## src/hw/rtl/lcd_pkg.sv

```systemverilog
// shared types and constants of the line clip and dot count block
`timescale 1ns / 1ps
`default_nettype none

package lcd_pkg;

    // fixed point formats
    localparam int PIX_FRAC = 4;
    localparam int IN_FRAC  = 16;
    localparam int GUARD    = 8;
    localparam int TBITS    = 22;

    localparam int CFG_W  = 16;
    localparam int IN_W   = 24;
    localparam int T_W    = TBITS + 1;
    localparam int POS_W  = 42;
    localparam int MAG_W  = 41;
    localparam int DIV_W  = 42;
    localparam int PROD_W = MAG_W + T_W;
    localparam int RND_W  = PROD_W - TBITS;
    localparam int V_W    = POS_W + 1;
    localparam int CLP_W  = CFG_W + IN_FRAC;
    localparam int GD_W   = CLP_W - (IN_FRAC - GUARD);
    localparam int SQ_W   = 2 * GD_W;
    localparam int D2_W   = SQ_W + 1;
    localparam int DOT_SH   = 2 * (PIX_FRAC + GUARD);
    localparam int SOLID_SH = DOT_SH - 4;
    localparam int DSH_W  = D2_W - SOLID_SH;
    localparam int CNT_W  = 13;
    localparam int CSQ_W  = 2 * CNT_W;
    localparam int KP_W   = 32;
    localparam int DOT_K   = 25;
    localparam int SOLID_K = 9;

    localparam logic [T_W-1:0]   TONE     = T_W'(1) << TBITS;
    localparam logic [CNT_W-1:0] MAX_CAND = '1;

    localparam int REG_IDX_W = 3;

    typedef enum logic [REG_IDX_W-1:0] {
        REG_AREA_LEFT,
        REG_AREA_TOP,
        REG_AREA_WIDTH,
        REG_AREA_HEIGHT,
        REG_BOUND_LEFT,
        REG_BOUND_TOP,
        REG_BOUND_RIGHT,
        REG_BOUND_BOTTOM
    } t_reg_idx;

    typedef struct packed {
        logic [CFG_W-1:0] area_left;
        logic [CFG_W-1:0] area_top;
        logic [CFG_W-1:0] area_width;
        logic [CFG_W-1:0] area_height;
        logic [CFG_W-1:0] bound_left;
        logic [CFG_W-1:0] bound_top;
        logic [CFG_W-1:0] bound_right;
        logic [CFG_W-1:0] bound_bottom;
    } t_cfg;

    typedef struct packed {
        logic signed [IN_W-1:0] from_x;
        logic signed [IN_W-1:0] from_y;
        logic signed [IN_W-1:0] to_x;
        logic signed [IN_W-1:0] to_y;
        logic                   dotted;
    } t_seg;

    // one clip edge: division request or fixed parameter
    typedef struct packed {
        logic             act;
        logic             ent;
        logic             eq;
        logic [DIV_W-1:0] n;
        logic [DIV_W-1:0] m;
    } t_edge;

    // segment geometry carried along the pipe
    typedef struct packed {
        logic signed [POS_W-1:0] sx;
        logic signed [POS_W-1:0] sy;
        logic [MAG_W-1:0]        adx;
        logic [MAG_W-1:0]        ady;
        logic                    nx;
        logic                    ny;
        logic                    dotted;
        logic                    rej;
    } t_geom;

    typedef struct packed {
        t_geom       g;
        t_edge [3:0] edg;
    } t_map_out;

    typedef struct packed {
        t_geom          g;
        logic [T_W-1:0] t_in;
        logic [T_W-1:0] t_out;
    } t_clip_out;

    typedef struct packed {
        logic                  rej;
        logic                  dotted;
        logic [3:0][CFG_W-1:0] pix;
        logic [DSH_W-1:0]      dsh;
    } t_span_out;

endpackage

`default_nettype wire

```

## src/hw/rtl/lcd_if.sv

```systemverilog
// segment and result channel interfaces
`timescale 1ns / 1ps
`default_nettype none


interface lcd_res_if;
    import lcd_pkg::*;
    logic             valid;
    logic             ready;
    logic             visible;
    logic [CFG_W-1:0] start_x;
    logic [CFG_W-1:0] start_y;
    logic [CFG_W-1:0] end_x;
    logic [CFG_W-1:0] end_y;
    logic [CNT_W-1:0] dot_count;
    modport source (output valid, visible, start_x, start_y, end_x, end_y, dot_count,
                    input ready);
    modport sink   (input valid, visible, start_x, start_y, end_x, end_y, dot_count,
                    output ready);
endinterface

`default_nettype wire

```

## src/hw/rtl/lcd_count.sv

```systemverilog
// bit-per-stage dot count search and result register
`timescale 1ns / 1ps
`default_nettype none

module lcd_count (
    input  logic               i_clk,
    input  logic               i_rst_n,
    input  logic               i_valid,
    input  lcd_pkg::t_span_out i_data,
    output logic               o_ready,
    lcd_res_if.source          o_res
);
    import lcd_pkg::*;

    localparam int NS = CNT_W + 1;

    typedef struct packed {
        logic                  rej;
        logic                  dotted;
        logic [3:0][CFG_W-1:0] pix;
        logic [DSH_W-1:0]      dsh;
        logic [CNT_W-1:0]      k;
    } t_cstage;

    typedef struct packed {
        logic                  visible;
        logic [3:0][CFG_W-1:0] pix;
        logic [CNT_W-1:0]      dot_count;
    } t_res;

    logic [NS-1:0] r_v;
    logic [NS-1:0] w_en;
    t_cstage       r_c [CNT_W];
    t_cstage       n_c [CNT_W];
    t_cstage       w_ld;
    t_res          r_out, n_out;

    // try one more count bit: keep it if (cand * step)^2 still fits the length
    function automatic t_cstage cnt_step(t_cstage s, logic [CNT_W-1:0] mask);
        t_cstage          o;
        logic [CNT_W-1:0] cand;
        logic [CSQ_W-1:0] sq;
        logic [KP_W-1:0]  kp;
        o    = s;
        cand = s.k | mask;
        sq   = CSQ_W'(cand) * CSQ_W'(cand);
        kp   = s.dotted ? KP_W'(sq) * KP_W'(DOT_K) : KP_W'(sq) * KP_W'(SOLID_K);
        if ((cand != MAX_CAND) && (kp <= KP_W'(s.dsh))) o.k = cand;
        return o;
    endfunction

    always_comb begin
        w_en[NS-1] = !r_v[NS-1] | o_res.ready;
        for (int k = NS - 2; k >= 0; k--) begin
            w_en[k] = !r_v[k] | w_en[k+1];
        end
    end

    assign o_ready = w_en[0];

    always_comb begin
        w_ld.rej    = i_data.rej;
        w_ld.dotted = i_data.dotted;
        w_ld.pix    = i_data.pix;
        w_ld.dsh    = i_data.dsh;
        w_ld.k      = '0;
        n_c[0] = cnt_step(w_ld, CNT_W'(1) << (CNT_W - 1));
        for (int k = 1; k < CNT_W; k++) begin
            n_c[k] = cnt_step(r_c[k-1], CNT_W'(1) << (CNT_W - 1 - k));
        end
    end

    // rejected segments report all zeros
    always_comb begin
        n_out.visible   = !r_c[CNT_W-1].rej;
        n_out.pix       = r_c[CNT_W-1].rej ? '0 : r_c[CNT_W-1].pix;
        n_out.dot_count = r_c[CNT_W-1].rej ? '0 : r_c[CNT_W-1].k + CNT_W'(1);
    end

    always_ff @(posedge i_clk) begin
        if (!i_rst_n) begin
            r_v <= '0;
        end else begin
            if (w_en[0]) r_v[0] <= i_valid;
            for (int k = 1; k < NS; k++) begin
                if (w_en[k]) r_v[k] <= r_v[k-1];
            end
        end
    end

    always_ff @(posedge i_clk) begin
        for (int k = 0; k < CNT_W; k++) begin
            if (w_en[k]) r_c[k] <= n_c[k];
        end
        if (w_en[NS-1]) r_out <= n_out;
    end

    assign o_res.valid     = r_v[NS-1];
    assign o_res.visible   = r_out.visible;
    assign o_res.start_x   = r_out.pix[0];
    assign o_res.start_y   = r_out.pix[1];
    assign o_res.end_x     = r_out.pix[2];
    assign o_res.end_y     = r_out.pix[3];
    assign o_res.dot_count = r_out.dot_count;

    a_vis_count: assert property (@(posedge i_clk) disable iff (!i_rst_n)
        r_v[NS-1] && r_out.visible |-> r_out.dot_count != '0)
        else $error("visible beat with zero dot count");

    a_hidden_zero: assert property (@(posedge i_clk) disable iff (!i_rst_n)
        r_v[NS-1] && !r_out.visible |-> r_out.pix == '0 && r_out.dot_count == '0)
        else $error("hidden beat with nonzero fields");

    a_reset_empty: assert property (@(posedge i_clk)
        !i_rst_n |=> r_v == '0)
        else $error("pipe not empty after reset");

    a_stall_hold: assert property (@(posedge i_clk) disable iff (!i_rst_n)
        r_v[0] && !w_en[0] |=> r_v[0] && $stable(r_c[0].k))
        else $error("search stage lost data under stall");

endmodule

`default_nettype wire

```

## src/flat_wrapper.sv

```systemverilog
// flat-port wrapper written by rule: the top's interface ports become plain ports
module lcd_count_flat import lcd_pkg::*;
  (i_clk, i_rst_n, i_valid, i_data, o_ready, o_res_valid, o_res_visible, o_res_start_x, o_res_start_y, o_res_end_x, o_res_end_y, o_res_dot_count, o_res_ready);
  lcd_res_if o_res_i ();
  input  logic i_clk;
  input  logic i_rst_n;
  input  logic i_valid;
  input  lcd_pkg::t_span_out i_data;
  output logic o_ready;
  output wire logic [$bits(o_res_i.valid)-1:0] o_res_valid;
  output wire logic [$bits(o_res_i.visible)-1:0] o_res_visible;
  output wire logic [$bits(o_res_i.start_x)-1:0] o_res_start_x;
  output wire logic [$bits(o_res_i.start_y)-1:0] o_res_start_y;
  output wire logic [$bits(o_res_i.end_x)-1:0] o_res_end_x;
  output wire logic [$bits(o_res_i.end_y)-1:0] o_res_end_y;
  output wire logic [$bits(o_res_i.dot_count)-1:0] o_res_dot_count;
  input wire logic [$bits(o_res_i.ready)-1:0] o_res_ready;
  assign o_res_valid = o_res_i.valid;
  assign o_res_visible = o_res_i.visible;
  assign o_res_start_x = o_res_i.start_x;
  assign o_res_start_y = o_res_i.start_y;
  assign o_res_end_x = o_res_i.end_x;
  assign o_res_end_y = o_res_i.end_y;
  assign o_res_dot_count = o_res_i.dot_count;
  assign o_res_i.ready = o_res_ready;
  lcd_count u_core (.i_clk(i_clk), .i_rst_n(i_rst_n), .i_valid(i_valid), .i_data(i_data), .o_ready(o_ready), .o_res(o_res_i));
endmodule
```

## config.mk

```make
export PLATFORM = sky130hd
export DESIGN_NAME = lcd_count_flat
export DESIGN_NICKNAME = d
export VERILOG_FILES = /design/src/hw/rtl/lcd_pkg.sv /design/src/hw/rtl/lcd_if.sv /design/src/hw/rtl/lcd_count.sv /design/src/flat_wrapper.sv
export SDC_FILE = /design/constraint.sdc
export NUM_CORES = 2
export LEC_CHECK = 0
export CORE_MARGIN = 1
export CORE_UTILIZATION = 40
export CTS_CLUSTER_SIZE = 20
export DETAILED_ROUTE_END_ITERATION = 8
export DONT_BUFFER_PORTS = 1
export PLACE_DENSITY_LB_ADDON = 0.05
export SYNTH_ARGS = -nofsm -noshare
export SYNTH_HDL_FRONTEND = slang
export SYNTH_SLANG_ARGS = --single-unit
```

## constraint.sdc

```tcl
create_clock -name i_clk -period 9.07 [get_ports i_clk]
set_input_delay 1.814 -clock i_clk [delete_from_list [all_inputs] [get_ports i_clk]]
set_output_delay 1.814 -clock i_clk [all_outputs]
set_load 0.03 [all_outputs]
```

==> flow_summary.yaml <==
placement:
  dp_hpwl_um: 165000
  numPortBuffers: 0
  placed_area_um2: 101000
  gp_congestion: 0.854
floorplan:
  core_area_um2: 228000
  rows: 175
  chipWidth_um: 482
  die_area_um2: 232000
  chipHeight_um: 482
  initial_utilization_pct: 40.4
  io_pins: 179
clock_network:
  cts_sinks: 1388
  cts_tree: "done"
  cts-htree-levels: 4
  cts-buffers-inserted: 153
  cts_buffer_depth: 3
  cts-root-buf: "clkbuf_16"
  insertion_delay_ns: 0.81
  clkTransAtPathRegs_ns: 0.06
synth:
  synthDistinctLibCells: 83
  synthArstFlopShare_pct: 0
  synth_flop_cell: "edfxtp_1"
  synth_top_area_share_pct: 44.8
  synth_area_um2: 92000
  synthCells: 7555
  synth_area_leaders: "edfxtp_1, ha_1, fa_1, inv_1, xnor2_1"
  synth_top_family_by_area: "adder cells"
  synth_xor_area_share_pct: 4.13
  ys_seq_elements: 1388
  ys_seq_area_share_pct: 45.1
  yosys.area_share.simple_pct: 7.69
  synthAdderAreaFrac_pct: 29.3
  yosys_warnings: 0
  synth_edf_count: 1374
  syn_area_per_cell_um2: 12.2
  synthMuxAreaShare_pct: 0.485
  post-synth-top-area-cell: "edfxtp_1"
  synth-compound-area-share_pct: 8.38
  synth_nets: 9524
sta:
  period_minus_slack_ns: 9.37
  layout_setup_ws_ns: -0.298
  fin_crit_sh_pct: 103
  fin_tns_setup_ns: -0.298
  rsz0062_at_grt: "yes"
  skew_ns: 0.0731
  final-setup-viol-count: 1
  relSlewSlack_pct: 29.3
  worst_pin_slew_ns: 1.06
  fmax_mhz: 107
  hold_violations: 0
  final_max_slew_viol_count: 0
worst_setup_path:
  worstReg2RegStart: "u_core.r_c[1][325]"
  path_class: "register to register"
  crit_path_start_kind: "register"
  slowest_stage: "fa_1"
  cpMostUsedCell: "a21o_1"
  end_kind: "register"
  crit_required_ns: 9.61
  cp_max_fo: 4
  cp_data_arrival_time_ns: 9.90
  worstSetupStartpoint: "u_core.r_c[1][325]"
  ff2ff_setup_slack_ns: -0.30
  max_stage_delay_ns: 0.57
route:
  vias: 57100
  drc: 0
  vias_per_cell: 4.93
  first_pass_iters: 5
  finalWirelength_um: 210000
  drtIter0Drc: 2614
  wl_per_cell_um: 18.1
  antenna_left: 0
global_route:
  grt_pass1_wl_um: 329000
  grtUsageTotal_pct: 18.2
  antenna_found_initial: 16
  grt_overflow: 0
  grt_pass1_vias: 58800
  grt_max_degree: 71
min_path:
  min_path_type: "register to register"
  worstHoldStart: "u_core.r_c[0][708]"
layout:
  drive_above_1_share_pct: 17.3
  nets: 10400
  area_delta_synth_final_pct: 18.4
  fin_area_um2: 109000
  nFillCells: 20600
run_status:
  violations: "negative setup slack"
  outcome: "finished, violations left"
run:
  maxCapViolations: 0
-- final cells by class --
cell class                 count  area (um2)  area share [%]
tap                         3009        3760            3.45
clock buffer                 183        3960            3.64
antenna                        7        17.5          0.0161
inverter                    1107        4190            3.85
multi-input combinational   4972       48100            44.2
sequential                  1388       41500            38.1
timing repair buffer         829        6370            5.85
clock inverter                86         981           0.900
-- cells by family after synthesis --
kind of cell,Yosys count
AND/OR/NAND/NOR,1410
multiplexers,42
AO/OA/AOI/OAI,1216
adder cells (fa/ha/maj),1870
buffers and inverters,1195
XOR/XNOR,434
flip-flops,1388
-- state kept, by name, summed over array words and instances, names as in the netlist --
name                    cells
u_core.o_res.dot_count     13
u_core.o_res.end_x         16
u_core.o_res.end_y         16
u_core.o_res.start_x       16
u_core.o_res.start_y       16
u_core.o_res.visible        1
u_core.r_c               1296
u_core.r_v                 14
-- repair_timing --
item | CTS | global route
resized for setup | 91 | 326
setup buffers | 25 | 75
setup endpoints to repair | 5 | 6
pin swaps | 62 | 270
hold buffers | 0 | 0
-- worst max-delay path: cells and delay by family (launching register included) --
kind            cells  cell delay (ns)
compound gates     15             2.91
xor+xnor            2             0.27
fa+ha+maj          11             4.34
buf+inv             8             0.81
flops               1             0.37
mux                 1             0.10
simple gates        4             0.31
-- worst paths after layout --
check | end | cells after the start
setup reg to reg | u_core.r_c[1][432] | 41
hold / removal | u_core.r_c[0][816] | 0
hold reg to reg | u_core.r_c[0][816] | 0
setup / recovery | u_core.r_c[1][432] | 41
-- metal layers --
metal	vias up	track usage, %	share of wire, %
met5	-	0	0.017
met4	6	4.79	2.1
met3	208	2.80	3.3
met2	687	30.2	48
met1	27700	24.8	47
li1	28500	-	-
-- cell usage after synthesis (8+ instances only) --
| cell type | instances |
|---|---|
| fa_1 | 477 |
| o21ai_0 | 179 |
| mux2i_1 | 21 |
| a21boi_0 | 9 |
| inv_1 | 1097 |
| o21ai_1 | 80 |
| nor2b_1 | 131 |
| xnor2_1 | 276 |
| inv_2 | 9 |
| xor2_1 | 158 |
| mux2_2 | 21 |
| edfxtp_1 | 1374 |
| nor2_1 | 300 |
| nor3_1 | 98 |
| nor4b_1 | 9 |
| a21oi_1 | 368 |
| clkbuf_1 | 80 |
| ha_1 | 1393 |
| nand3b_1 | 11 |
| nor4_1 | 40 |
| nand4_1 | 60 |
| o31a_1 | 9 |
| a211o_1 | 11 |
| dfxtp_1 | 14 |
| a41oi_1 | 10 |
| o21bai_1 | 40 |
| a2111oi_0 | 12 |
| or2_2 | 33 |
| and2_1 | 142 |
| o31ai_1 | 38 |
| o21a_1 | 65 |
| o41ai_1 | 8 |
| o211ai_1 | 26 |
| a21o_1 | 179 |
| buf_1 | 8 |
| nand3_1 | 82 |
| and3_1 | 32 |
| nand2_1 | 345 |
| or3_1 | 38 |
| o2111ai_1 | 12 |
| nand2b_1 | 56 |
| a31oi_1 | 44 |
| a211oi_1 | 43 |
-- per-stage QoR --
step | utilization (%) | setup WS (ns) | instances | hold WS [ns]
2_1_floorplan | - | 0.0311 | 7555 | 0.400
3_3_place_gp | 44.4 | -0.555 | 11200 | 0.400
3_5_place_dp | 44.4 | -0.565 | 11200 | 0.405
4_1_cts | 46.9 | -0.330 | 11500 | 0.373
5_1_grt | 47.8 | -0.739 | 11600 | 0.386
6_report | 47.8 | -0.298 | 11600 | 0.373
-- cells in the final DEF (no fill, tap or decap), types with 161 or more instances in the layout --
cell      Yosys  final
ha_1       1393   1325
nand2_1     345    320
edfxtp_1   1374   1374
buf_4         0    802
a21o_1      179    179
o21ai_0     179    161
xnor2_1     276    254
inv_1      1097   1052
a21oi_1     368    321
nor2_1      300    280
fa_1        477    461
Power is left out: the tool's default activity adds up to more than one toggle a clock period on the data nets, which glitch-free logic cannot reach.
